`src/lfr_pkg.sv`:
```
`default_nettype none

package lfr_pkg;

    // sizes of the request fields and the byte counter
    localparam int COORD_W    = 16;
    localparam int BR_W       = 18;
    localparam int CFG_IDX_W  = 3;
    localparam int CFG_DATA_W = 9;

    // chunk sizing for continue items
    localparam int CHUNK_BYTES  = 32;
    localparam int MAX_RESULTS  = 32;
    localparam int CHUNK_EFF    = (CHUNK_BYTES > MAX_RESULTS) ? MAX_RESULTS :
                                  ((CHUNK_BYTES < 1) ? 1 : CHUNK_BYTES);
    localparam int CNT_W        = $clog2(MAX_RESULTS + 1);

    // default panel side limit
    localparam int MAX_SIDE_DEF = 320;

    // saturation value of the pixel byte count (largest even 18-bit value)
    localparam logic [BR_W-1:0] CNT_SAT = 18'h3FFFE;

    // controller commands
    localparam logic [7:0] CMD_COL = 8'h2A;
    localparam logic [7:0] CMD_ROW = 8'h2B;
    localparam logic [7:0] CMD_MEM = 8'h2C;

    // window sequence: column command, four bytes, row command, four bytes, memory write
    localparam logic [CNT_W-1:0] WIN_LAST = CNT_W'(10);

    // result kinds
    localparam logic [1:0] KIND_CMD    = 2'd0;
    localparam logic [1:0] KIND_DATA   = 2'd1;
    localparam logic [1:0] KIND_REJECT = 2'd2;
    localparam logic [1:0] KIND_IDLE   = 2'd3;

    // job kinds between front and back
    localparam logic [1:0] JOB_WINDOW = 2'd0;
    localparam logic [1:0] JOB_PIXELS = 2'd1;
    localparam logic [1:0] JOB_REJECT = 2'd2;
    localparam logic [1:0] JOB_IDLE   = 2'd3;

    // input commands
    localparam logic CMD_START    = 1'b0;
    localparam logic CMD_CONTINUE = 1'b1;

    // rotation codes
    localparam logic [1:0] ROT_0   = 2'd0;
    localparam logic [1:0] ROT_90  = 2'd1;
    localparam logic [1:0] ROT_180 = 2'd2;
    localparam logic [1:0] ROT_270 = 2'd3;

    // configuration register indexes
    localparam logic [CFG_IDX_W-1:0] REG_PANEL_WIDTH  = 3'd0;
    localparam logic [CFG_IDX_W-1:0] REG_PANEL_HEIGHT = 3'd1;
    localparam logic [CFG_IDX_W-1:0] REG_ROTATION     = 3'd2;
    localparam logic [CFG_IDX_W-1:0] REG_X_SHIFT      = 3'd3;
    localparam logic [CFG_IDX_W-1:0] REG_Y_SHIFT      = 3'd4;

    // job queue depth
    localparam int JOB_DEPTH = 4;

    typedef struct packed {
        logic [8:0] panel_width;
        logic [8:0] panel_height;
        logic [1:0] rotation;
        logic [7:0] x_shift;
        logic [7:0] y_shift;
    } cfg_t;

    typedef struct packed {
        logic [1:0]         kind;
        logic [COORD_W-1:0] col_start;
        logic [COORD_W-1:0] col_end;
        logic [COORD_W-1:0] row_start;
        logic [COORD_W-1:0] row_end;
        logic [COORD_W-1:0] color;
        logic [CNT_W-1:0]   count;
        logic               phase;
        logic               done;
    } job_t;

endpackage

`default_nettype wire

```
`src/lfr_front.sv`:
```
`default_nettype none

module lfr_front #(
    parameter int MAX_SIDE = lfr_pkg::MAX_SIDE_DEF
) (
    input  wire logic                      clk,
    input  wire logic                      rst_n,
    input  wire lfr_pkg::cfg_t             cfg,
    input  wire logic                      in_valid,
    output logic                           in_ready,
    input  wire logic                      in_command,
    input  wire logic [lfr_pkg::COORD_W-1:0] in_x_start,
    input  wire logic [lfr_pkg::COORD_W-1:0] in_y_start,
    input  wire logic [lfr_pkg::COORD_W-1:0] in_x_end,
    input  wire logic [lfr_pkg::COORD_W-1:0] in_y_end,
    input  wire logic [lfr_pkg::COORD_W-1:0] in_fill_rgb565,
    output logic                           job_valid,
    input  wire logic                      job_ready,
    output lfr_pkg::job_t                  job
);
    import lfr_pkg::*;

    localparam int SIDE_W = $clog2(MAX_SIDE + 1);
    localparam int PROD_W = 2 * SIDE_W;

    logic                s1_valid_reg, s1_valid_next;
    logic                s1_cmd_reg;
    logic                s1_reject_reg;
    logic [SIDE_W-1:0]   s1_xs_reg, s1_xe_reg, s1_ys_reg, s1_ye_reg;
    logic [SIDE_W-1:0]   s1_wlen_reg, s1_hlen_reg;
    logic [COORD_W-1:0]  s1_color_reg;

    logic [BR_W-1:0]     br_reg, br_next;
    logic [COORD_W-1:0]  color_reg, color_next;

    logic                accept, push;
    logic [COORD_W-1:0]  eff_w, eff_h, max16;
    logic [COORD_W-1:0]  xs_o, xe_o, ys_o, ye_o, xe_c, ye_c;
    logic                reject;

    logic [PROD_W-1:0]   prod;
    logic [BR_W-1:0]     total;
    logic [COORD_W-1:0]  wm1, hm1, xs16, xe16, ys16, ye16;
    logic [COORD_W-1:0]  cs, ce, rs, re;
    logic [CNT_W-1:0]    chunk;
    logic [BR_W-1:0]     br_after;
    job_t                job_next;

    // effective panel size, clipped to the side limit
    assign max16 = COORD_W'(MAX_SIDE);
    assign eff_w = (COORD_W'(cfg.panel_width) > max16) ? max16 : COORD_W'(cfg.panel_width);
    assign eff_h = (COORD_W'(cfg.panel_height) > max16) ? max16 : COORD_W'(cfg.panel_height);

    // first stage: order corners, reject check, clamp, side lengths
    always_comb
    begin
        xs_o   = (in_x_end < in_x_start) ? in_x_end : in_x_start;
        xe_o   = (in_x_end < in_x_start) ? in_x_start : in_x_end;
        ys_o   = (in_y_end < in_y_start) ? in_y_end : in_y_start;
        ye_o   = (in_y_end < in_y_start) ? in_y_start : in_y_end;
        reject = (xs_o >= eff_w) || (ys_o >= eff_h);
        xe_c   = (xe_o >= eff_w) ? (eff_w - COORD_W'(1)) : xe_o;
        ye_c   = (ye_o >= eff_h) ? (eff_h - COORD_W'(1)) : ye_o;
    end

    assign push          = s1_valid_reg && job_ready;
    assign in_ready      = !s1_valid_reg || job_ready;
    assign accept        = in_valid && in_ready;
    assign s1_valid_next = accept ? 1'b1 : (push ? 1'b0 : s1_valid_reg);

    always_ff @(posedge clk)
    begin
        if (accept)
        begin
            s1_cmd_reg    <= in_command;
            s1_reject_reg <= reject;
            s1_xs_reg     <= SIDE_W'(xs_o);
            s1_xe_reg     <= SIDE_W'(xe_c);
            s1_ys_reg     <= SIDE_W'(ys_o);
            s1_ye_reg     <= SIDE_W'(ye_c);
            s1_wlen_reg   <= SIDE_W'(xe_c - xs_o + COORD_W'(1));
            s1_hlen_reg   <= SIDE_W'(ye_c - ys_o + COORD_W'(1));
            s1_color_reg  <= in_fill_rgb565;
        end
    end

    // second stage: byte count, window mapping, chunk bookkeeping
    assign prod  = PROD_W'(s1_wlen_reg) * PROD_W'(s1_hlen_reg);
    assign total = (32'(prod) > 32'(CNT_SAT >> 1)) ? CNT_SAT : BR_W'({32'(prod), 1'b0});

    assign wm1  = eff_w - COORD_W'(1);
    assign hm1  = eff_h - COORD_W'(1);
    assign xs16 = COORD_W'(s1_xs_reg);
    assign xe16 = COORD_W'(s1_xe_reg);
    assign ys16 = COORD_W'(s1_ys_reg);
    assign ye16 = COORD_W'(s1_ye_reg);

    always_comb
    begin
        unique case (cfg.rotation)
            ROT_90:
            begin
                cs = ys16;        ce = ye16;
                rs = wm1 - xe16;  re = wm1 - xs16;
            end
            ROT_180:
            begin
                cs = wm1 - xe16;  ce = wm1 - xs16;
                rs = hm1 - ye16;  re = hm1 - ys16;
            end
            ROT_270:
            begin
                cs = hm1 - ye16;  ce = hm1 - ys16;
                rs = xs16;        re = xe16;
            end
            default:
            begin
                cs = xs16;        ce = xe16;
                rs = ys16;        re = ye16;
            end
        endcase
    end

    assign chunk    = (br_reg < BR_W'(CHUNK_EFF)) ? CNT_W'(br_reg) : CNT_W'(CHUNK_EFF);
    assign br_after = br_reg - BR_W'(chunk);

    always_comb
    begin
        job_next   = '0;
        br_next    = br_reg;
        color_next = color_reg;
        if (s1_cmd_reg == CMD_START)
        begin
            if (s1_reject_reg)
            begin
                job_next.kind = JOB_REJECT;
                br_next       = '0;
            end
            else
            begin
                job_next.kind      = JOB_WINDOW;
                job_next.col_start = cs + COORD_W'(cfg.x_shift);
                job_next.col_end   = ce + COORD_W'(cfg.x_shift);
                job_next.row_start = rs + COORD_W'(cfg.y_shift);
                job_next.row_end   = re + COORD_W'(cfg.y_shift);
                br_next            = total;
                color_next         = s1_color_reg;
            end
        end
        else if (br_reg == '0)
        begin
            job_next.kind = JOB_IDLE;
        end
        else
        begin
            job_next.kind  = JOB_PIXELS;
            job_next.color = color_reg;
            job_next.count = chunk;
            job_next.phase = br_reg[0];
            job_next.done  = (br_after == '0);
            br_next        = br_after;
        end
    end

    assign job_valid = s1_valid_reg;
    assign job       = job_next;

    always_ff @(posedge clk or negedge rst_n)
    begin
        if (!rst_n)
        begin
            s1_valid_reg <= 1'b0;
            br_reg       <= '0;
            color_reg    <= '0;
        end
        else
        begin
            s1_valid_reg <= s1_valid_next;
            if (push)
            begin
                br_reg    <= br_next;
                color_reg <= color_next;
            end
        end
    end

endmodule

`default_nettype wire

```
`src/lfr_fifo.sv`:
```
`default_nettype none

module lfr_fifo (
    input  wire logic          clk,
    input  wire logic          rst_n,
    input  wire logic          wr_valid,
    output logic               wr_ready,
    input  wire lfr_pkg::job_t wr_data,
    output logic               rd_valid,
    input  wire logic          rd_ready,
    output lfr_pkg::job_t      rd_data
);
    import lfr_pkg::*;

    localparam int PTR_W = $clog2(JOB_DEPTH);

    job_t              mem [JOB_DEPTH];
    logic [PTR_W-1:0]  wr_ptr_reg, wr_ptr_next;
    logic [PTR_W-1:0]  rd_ptr_reg, rd_ptr_next;
    logic [PTR_W:0]    count_reg, count_next;
    logic              do_wr, do_rd;

    assign wr_ready = (count_reg != (PTR_W + 1)'(JOB_DEPTH));
    assign rd_valid = (count_reg != '0);
    assign do_wr    = wr_valid && wr_ready;
    assign do_rd    = rd_valid && rd_ready;
    assign rd_data  = mem[rd_ptr_reg];

    // pointers wrap at the queue depth
    assign wr_ptr_next = do_wr ? ((wr_ptr_reg == PTR_W'(JOB_DEPTH - 1)) ? '0
                                                                         : wr_ptr_reg + PTR_W'(1))
                               : wr_ptr_reg;
    assign rd_ptr_next = do_rd ? ((rd_ptr_reg == PTR_W'(JOB_DEPTH - 1)) ? '0
                                                                         : rd_ptr_reg + PTR_W'(1))
                               : rd_ptr_reg;
    assign count_next  = count_reg + (PTR_W + 1)'(do_wr) - (PTR_W + 1)'(do_rd);

    always_ff @(posedge clk)
    begin
        if (do_wr)
        begin
            mem[wr_ptr_reg] <= wr_data;
        end
    end

    always_ff @(posedge clk or negedge rst_n)
    begin
        if (!rst_n)
        begin
            wr_ptr_reg <= '0;
            rd_ptr_reg <= '0;
            count_reg  <= '0;
        end
        else
        begin
            wr_ptr_reg <= wr_ptr_next;
            rd_ptr_reg <= rd_ptr_next;
            count_reg  <= count_next;
        end
    end

endmodule

`default_nettype wire

```
`src/lfr_back.sv`:
```
`default_nettype none

module lfr_back (
    input  wire logic          clk,
    input  wire logic          rst_n,
    input  wire logic          job_valid,
    output logic               job_ready,
    input  wire lfr_pkg::job_t job,
    output logic               out_valid,
    input  wire logic          out_ready,
    output logic [1:0]         out_kind,
    output logic [7:0]         out_byte,
    output logic               out_last,
    output logic               out_fill_done
);
    import lfr_pkg::*;

    logic              cur_valid_reg, cur_valid_next;
    job_t              cur_job_reg;
    logic [CNT_W-1:0]  idx_reg, idx_next;

    logic              m_valid_reg, m_valid_next;
    logic [1:0]        m_kind_reg;
    logic [7:0]        m_byte_reg;
    logic              m_last_reg;
    logic              m_done_reg;

    logic [1:0]        res_kind;
    logic [7:0]        res_byte;
    logic              res_last;
    logic              res_done;
    logic              emit, pop;

    // result for the current position in the current job
    always_comb
    begin
        res_kind = KIND_DATA;
        res_byte = '0;
        res_last = 1'b0;
        res_done = 1'b0;
        unique case (cur_job_reg.kind)
            JOB_WINDOW:
            begin
                res_last = (idx_reg == WIN_LAST);
                unique case (idx_reg)
                    CNT_W'(0):  begin res_kind = KIND_CMD; res_byte = CMD_COL; end
                    CNT_W'(1):  res_byte = cur_job_reg.col_start[15:8];
                    CNT_W'(2):  res_byte = cur_job_reg.col_start[7:0];
                    CNT_W'(3):  res_byte = cur_job_reg.col_end[15:8];
                    CNT_W'(4):  res_byte = cur_job_reg.col_end[7:0];
                    CNT_W'(5):  begin res_kind = KIND_CMD; res_byte = CMD_ROW; end
                    CNT_W'(6):  res_byte = cur_job_reg.row_start[15:8];
                    CNT_W'(7):  res_byte = cur_job_reg.row_start[7:0];
                    CNT_W'(8):  res_byte = cur_job_reg.row_end[15:8];
                    CNT_W'(9):  res_byte = cur_job_reg.row_end[7:0];
                    CNT_W'(10): begin res_kind = KIND_CMD; res_byte = CMD_MEM; end
                    default:    res_byte = '0;
                endcase
            end
            JOB_PIXELS:
            begin
                // even remaining count sends the high byte
                res_byte = (cur_job_reg.phase ^ idx_reg[0]) ? cur_job_reg.color[7:0]
                                                            : cur_job_reg.color[15:8];
                res_last = (idx_reg == cur_job_reg.count - CNT_W'(1));
                res_done = res_last && cur_job_reg.done;
            end
            JOB_REJECT:
            begin
                res_kind = KIND_REJECT;
                res_last = 1'b1;
                res_done = 1'b1;
            end
            default:
            begin
                res_kind = KIND_IDLE;
                res_last = 1'b1;
                res_done = 1'b1;
            end
        endcase
    end

    assign emit      = cur_valid_reg && (!m_valid_reg || out_ready);
    assign pop       = job_valid && (!cur_valid_reg || (emit && res_last));
    assign job_ready = pop;

    always_comb
    begin
        cur_valid_next = cur_valid_reg;
        idx_next       = idx_reg;
        if (pop)
        begin
            cur_valid_next = 1'b1;
            idx_next       = '0;
        end
        else if (emit && res_last)
        begin
            cur_valid_next = 1'b0;
            idx_next       = '0;
        end
        else if (emit)
        begin
            idx_next = idx_reg + CNT_W'(1);
        end
    end

    assign m_valid_next = emit ? 1'b1 : (out_ready ? 1'b0 : m_valid_reg);

    always_ff @(posedge clk)
    begin
        if (pop)
        begin
            cur_job_reg <= job;
        end
        if (emit)
        begin
            m_kind_reg <= res_kind;
            m_byte_reg <= res_byte;
            m_last_reg <= res_last;
            m_done_reg <= res_done;
        end
    end

    always_ff @(posedge clk or negedge rst_n)
    begin
        if (!rst_n)
        begin
            cur_valid_reg <= 1'b0;
            idx_reg       <= '0;
            m_valid_reg   <= 1'b0;
        end
        else
        begin
            cur_valid_reg <= cur_valid_next;
            idx_reg       <= idx_next;
            m_valid_reg   <= m_valid_next;
        end
    end

    assign out_valid     = m_valid_reg;
    assign out_kind      = m_kind_reg;
    assign out_byte      = m_byte_reg;
    assign out_last      = m_last_reg;
    assign out_fill_done = m_done_reg;

endmodule

`default_nettype wire

```
`src/lcd_fill_rect_command_stream_core.sv`:
```
`default_nettype none

// Fill-rectangle command generator for an SPI display controller. A start
// item (tuser = 0) carries two corners and an RGB565 colour; the corners are
// put in order, the request is rejected with a single kind-2 transfer when the
// start lies off the panel, otherwise the end is clamped, the window is mapped
// through the rotation and shifts, and eleven transfers go out: column set
// 0x2A, four address bytes, row set 0x2B, four address bytes, memory write
// 0x2C. Each continue item (tuser = 1) sends the next chunk of up to 32 colour
// bytes, high byte first, or a single kind-3 transfer when nothing is pending.
// Results leave at one byte per clock from the back sequencer while the
// receiver is ready; an item has 1, 11 or up to the chunk size (32 by
// default) results. The front stage accepts one item per clock and files
// each into a four-entry job queue; it stalls only when that queue is full.
// The first output byte passes the front stage register, the job queue,
// the current-job register and the output register before it is offered.
// Configuration is written through cfg_we / cfg_index / cfg_data; the user
// must do so only while the block is idle, which the block does not enforce.
module lcd_fill_rect_command_stream_core #(
    parameter int MAX_SIDE = lfr_pkg::MAX_SIDE_DEF
) (
    input  wire logic                             clk,
    input  wire logic                             rst_n,
    // configuration write port
    input  wire logic                             cfg_we,
    input  wire logic [lfr_pkg::CFG_IDX_W-1:0]    cfg_index,
    input  wire logic [lfr_pkg::CFG_DATA_W-1:0]   cfg_data,
    // request stream
    input  wire logic                             s_tvalid,
    output logic                                  s_tready,
    // x_start[15:0], y_start[31:16], x_end[47:32], y_end[63:48], fill_rgb565[79:64]
    input  wire logic [79:0]                      s_tdata,
    // command[0]
    input  wire logic                             s_tuser,
    // byte stream
    output logic                                  m_tvalid,
    input  wire logic                             m_tready,
    // out_byte[7:0], fill_done[8], zero[15:9]
    output logic [15:0]                           m_tdata,
    // kind[1:0]
    output logic [1:0]                            m_tuser,
    output logic                                  m_tlast
);
    import lfr_pkg::*;

    cfg_t  cfg_reg, cfg_next;
    logic  q_wr_valid, q_wr_ready;
    job_t  q_wr_data;
    logic  q_rd_valid, q_rd_ready;
    job_t  q_rd_data;
    logic  out_fill_done;
    logic [7:0] out_byte;

    // register file; writes to unused indexes are dropped
    always_comb
    begin
        cfg_next = cfg_reg;
        if (cfg_we)
        begin
            unique case (cfg_index)
                REG_PANEL_WIDTH:  cfg_next.panel_width  = cfg_data[8:0];
                REG_PANEL_HEIGHT: cfg_next.panel_height = cfg_data[8:0];
                REG_ROTATION:     cfg_next.rotation     = cfg_data[1:0];
                REG_X_SHIFT:      cfg_next.x_shift      = cfg_data[7:0];
                REG_Y_SHIFT:      cfg_next.y_shift      = cfg_data[7:0];
                default:          cfg_next = cfg_reg;
            endcase
        end
    end

    always_ff @(posedge clk or negedge rst_n)
    begin
        if (!rst_n)
        begin
            cfg_reg.panel_width  <= 9'd240;
            cfg_reg.panel_height <= 9'd240;
            cfg_reg.rotation     <= ROT_0;
            cfg_reg.x_shift      <= '0;
            cfg_reg.y_shift      <= '0;
        end
        else
        begin
            cfg_reg <= cfg_next;
        end
    end

    // front: ordering, clipping, mapping and byte bookkeeping
    lfr_front #(
        .MAX_SIDE (MAX_SIDE)
    ) u_front (
        .clk            (clk),
        .rst_n          (rst_n),
        .cfg            (cfg_reg),
        .in_valid       (s_tvalid),
        .in_ready       (s_tready),
        .in_command     (s_tuser),
        .in_x_start     (s_tdata[15:0]),
        .in_y_start     (s_tdata[31:16]),
        .in_x_end       (s_tdata[47:32]),
        .in_y_end       (s_tdata[63:48]),
        .in_fill_rgb565 (s_tdata[79:64]),
        .job_valid      (q_wr_valid),
        .job_ready      (q_wr_ready),
        .job            (q_wr_data)
    );

    // job queue decouples intake from byte output
    lfr_fifo u_fifo (
        .clk      (clk),
        .rst_n    (rst_n),
        .wr_valid (q_wr_valid),
        .wr_ready (q_wr_ready),
        .wr_data  (q_wr_data),
        .rd_valid (q_rd_valid),
        .rd_ready (q_rd_ready),
        .rd_data  (q_rd_data)
    );

    // back: one byte per transfer from the current job
    lfr_back u_back (
        .clk           (clk),
        .rst_n         (rst_n),
        .job_valid     (q_rd_valid),
        .job_ready     (q_rd_ready),
        .job           (q_rd_data),
        .out_valid     (m_tvalid),
        .out_ready     (m_tready),
        .out_kind      (m_tuser),
        .out_byte      (out_byte),
        .out_last      (m_tlast),
        .out_fill_done (out_fill_done)
    );

    assign m_tdata = {7'b0, out_fill_done, out_byte};

endmodule

`default_nettype wire

```
`config.mk`:
```
export PLATFORM = sky130hd
export DESIGN_NAME = lcd_fill_rect_command_stream_core
export DESIGN_NICKNAME = d
export VERILOG_FILES = /design/src/lfr_pkg.sv /design/src/lfr_front.sv /design/src/lfr_fifo.sv /design/src/lfr_back.sv /design/src/lcd_fill_rect_command_stream_core.sv
export SDC_FILE = /design/constraint.sdc
export NUM_CORES = 1
export LEC_CHECK = 0
export BUFFER_PORTS_ARGS = -buffer_cell sky130_fd_sc_hd__buf_2
export CAP_MARGIN = 20
export CORE_MARGIN = 2
export CORE_UTILIZATION = 45
export DETAILED_ROUTE_END_ITERATION = 16
export GPL_TIMING_DRIVEN = 0
export PLACE_DENSITY_LB_ADDON = 0.08
export SLEW_MARGIN = 30
export SYNTH_ARGS = -nofsm -noshare
export SYNTH_HDL_FRONTEND = slang
export SYNTH_HIERARCHICAL = 1
export SYNTH_SLANG_ARGS = --single-unit
```
`constraint.sdc`:
```
create_clock -name clk -period 6.4 [get_ports clk]
set_clock_uncertainty 0.2 [all_clocks]
set_input_delay 0.64 -clock clk [delete_from_list [all_inputs] [get_ports clk]]
set_output_delay 0.64 -clock clk [all_outputs]
set_load 0.02 [all_outputs]
```
==> key figures <==
Status
  • Outcome: finished, final reports clean

Synth
  • Largest area contributor in the netlist: sky130_fd_sc_hd__edfxtp_1
  • Count of state elements after synthesis: 620
  • Synth Warn #: 6
  • Synthesized cell area: 33,900 um^2
  • Sequential cell area fraction in the yosys report: 53.6%
  • Distinct cell type count of the synthesized netlist: 96
  • Number of synthesized flops with an enable pin: 534
  • Main synth FF type: sky130_fd_sc_hd__edfxtp_1
  • Portion of synthesized cell area occupied by the leading cell type: 47.2%
  • Average size of a mapped cell: 12.9 um^2
  • Share of synthesized flip-flops with an asynchronous set or reset: 13.9%
  • Top area cells in the synthesized netlist: sky130_fd_sc_hd__edfxtp_1, sky130_fd_sc_hd__ha_1, sky130_fd_sc_hd__mux4_2, sky130_fd_sc_hd__dfrtp_1, sky130_fd_sc_hd__fa_1
  • Post-Syn Instances: 2,628

CTS
  • TritonCTS clock tree: done
  • Number of clock sinks: 620
  • Maximum number of buffers from clock root to sink: 3
  • Number of clock buffers inserted by TritonCTS: 71
  • Number of H-tree levels: 3
  • Clock root cell: sky130_fd_sc_hd__clkbuf_16
  • CTS clk-pin slew, worst paths: 0.06 ns
  • Worst-skew pair later-pin latency: 0.62 ns

Setup path
  • Worst reg2reg startpoint: cfg_reg[20]
  • Critical path data arrival time: 6.32 ns
  • Worst setup path startpoint: s_tdata[27]
  • Most frequent cell on the critical path: sky130_fd_sc_hd__ha_1
  • Critical Path Start Type: input pin
  • Critical-path cell with the highest stage delay: sky130_fd_sc_hd__a221o_1
  • Worst Setup End Kind: register
  • Largest fanout on the critical path: 10
  • Critical path start-end classification: in -> reg
  • Register-to-register path setup slack: 0.39 ns
  • Maximum single-stage delay on the critical path: 0.36 ns
  • Data required time at the worst endpoint: 6.54 ns

Finish
  • Count of filler cells inserted in the layout: 6,411
  • Fin area: 39,000 um^2
  • Relative area change from synthesis to final layout: 14.8%
  • Net count of the finished layout: 3,236
  • Diodes inserted: 0
  • Flip-flop count of the largest register after layout: 360
  • Layout cells sized above 1: 17.9%
  • Footprint of the flip-flops and latches: 18,200 um^2
  • Combined area of the multi-input logic cells: 14,700 um^2

Global route
  • Number of global-route vias before repair: 22.3k
  • First-pass GRT wire length: 134 mm
  • Largest net degree at the start of global routing: 52
  • GRT Total Usage: 22.7%
  • Aggregate global routing overflow: 0
  • Initial antenna violation count: 0

Drt
  • Average detailed-routed wire length per instance: 22.5 um
  • Residual DRC: 0
  • Final routed wirelength across all metal layers: 87.4 mm
  • Iter 0 DRT Violations: 1,315
  • DRT antenna net count: 0
  • Number of search-and-repair iterations in the first detailed-routing pass: 5
  • Detailed-route via count: 21.7k
  • Post-DR vias/cell: 5.59

Timing
  • Endpoints failing hold: 0
  • Setup TNS: 0 ns
  • Peak Freq: 162 MHz
  • Fin crit period: 6.19 ns
  • Worst slew margin relative to its limit: 38.4%
  • Setup violation total in the final timing report: 0
  • Portion of the clock cycle consumed by the worst path in the final layout: 96.6%
  • Max Slew Vio Count: 0
  • Slew at the pin with the worst max-slew slack: 0.924 ns

Floorplan
  • Total I/O pin count: 119
  • Starting utilization of the core area: 45.5%
  • Placeable core region: 74,600 um^2
  • Placement Rows: 100
  • Die Span X: 279 um
  • Die outline height: 279 um
  • Overall die area: 77,700 um^2

Place
  • Number of input and output port buffers inserted: 111
  • Area after DPL: 36,100 um^2
  • Placer's final routability congestion estimate: 0.926
  • Total half-perimeter wirelength after legalization and detailed placement: 65.7 mm

Min path
  • Min-delay worst type: in -> reg
  • HP Start: s_tvalid

Run
  • Number of maximum-capacitance constraint violations: 0
## placed cells by master, fill, tap and decap left out, drive strengths merged, types with 20 or more instances in the layout
master and instances:
ha 222, nor3 47, nand2 218, a21oi 104, clkbuf 137, dfrtp 78
nand2b 25, nor2 145, xnor2 73, o21ai 106, buf 182, clkinv 24
a31oi 20, mux4 96, inv 211, nand3 33, and3 33, a21o 45
edfxtp 534, xor2 20, mux2i 41, nor2b 26, fa 61, and2 84
mux2 70
## kinds of logic (layout without fill, tap and decap cells)
family	Yosys count	count (layout)	synth area share, %
other cells	2	8	0.0221
xor+xnor	93	93	2.40
mux	207	207	9.93
simple gates	680	680	10.1
fa+ha+maj	283	283	11.8
flops	620	620	53.6
compound gates	438	438	8.46
buf+inv	305	583	3.74
## routing by layer
metal	vias to the layer above	GRT usage (%)	part of all wire [%]
li1	10200	-	-
met1	10900	31.0	44
met2	514	37.9	49
met3	133	2.82	4.5
met4	0	7.54	3.2
met5	-	0	0
## stage by stage
stage	hold WS, ns	std cells	setup WS [ns]	util, %
after CTS	0.0196	3877	-0.0935	52.0
after floorplan	0.144	2634	0.0534	-
after detailed placement	0.223	3729	-1.29	48.4
after global placement	0.222	3714	-1.73	47.9
after global routing	0.0490	3881	-0.0829	52.2
final	0.0502	3881	0.214	52.2
## Yosys cell counts (25+ instances only)
library cell and instances:
sky130_fd_sc_hd__a21o_1 44, sky130_fd_sc_hd__a21oi_1 104, sky130_fd_sc_hd__and2_1 82, sky130_fd_sc_hd__and3_1 29
sky130_fd_sc_hd__clkbuf_1 47, sky130_fd_sc_hd__dfrtp_1 78, sky130_fd_sc_hd__edfxtp_1 534, sky130_fd_sc_hd__fa_1 61
sky130_fd_sc_hd__ha_1 222, sky130_fd_sc_hd__inv_1 208, sky130_fd_sc_hd__mux2_2 66, sky130_fd_sc_hd__mux2i_1 41
sky130_fd_sc_hd__mux4_2 96, sky130_fd_sc_hd__nand2_1 217, sky130_fd_sc_hd__nand2b_1 25, sky130_fd_sc_hd__nand3_1 33
sky130_fd_sc_hd__nor2_1 145, sky130_fd_sc_hd__nor2b_1 26, sky130_fd_sc_hd__nor3_1 42, sky130_fd_sc_hd__o21ai_0 104
sky130_fd_sc_hd__xnor2_1 73
## layout make-up
| class | count | share of cell area [%] |
|---|---|---|
| Clock inverter | 38 | 1.41 |
| Timing Repair Buffer | 148 | 2.79 |
| Tap cell | 969 | 3.11 |
| Clock buffer | 92 | 4.81 |
| Inverter | 208 | 2.00 |
| Buffer | 97 | 1.31 |
| Sequential cell | 620 | 46.7 |
| Multi-Input combinational cell | 1709 | 37.9 |
## critical path: cells and delay by family
family	cells	cell delay [ns]
xor gates and xnor gates	2	0.40
muxes	2	0.56
and+or+nand+nor	4	0.55
AOI/OAI and AO/OA	11	2.40
buffers and inverters	4	0.53
adders and majority gates	4	1.24
## timing repair
action	CTS	global route
setup buffers	0	4
hold buffers	18	0
endpoints found under the setup margin	27	80
cloned	0	0
endpoints found under the hold margin	52	0
pin swaps	0	1
gates resized for setup	13	46
## final timing paths
path	to	depth (start not counted)
max	u_front/s1_hlen_reg[8]	27
min	u_front/job_valid	2
max reg2reg	u_fifo/mem[2][81]	23
min reg2reg	u_front/color_reg[0]	2
max in group asynchronous	cfg_reg[22]	3
min in group asynchronous	u_front/color_reg[0]	2
Power is not shown: default switching activity piles up to over one toggle a cycle in this logic, so the estimate is an artifact.
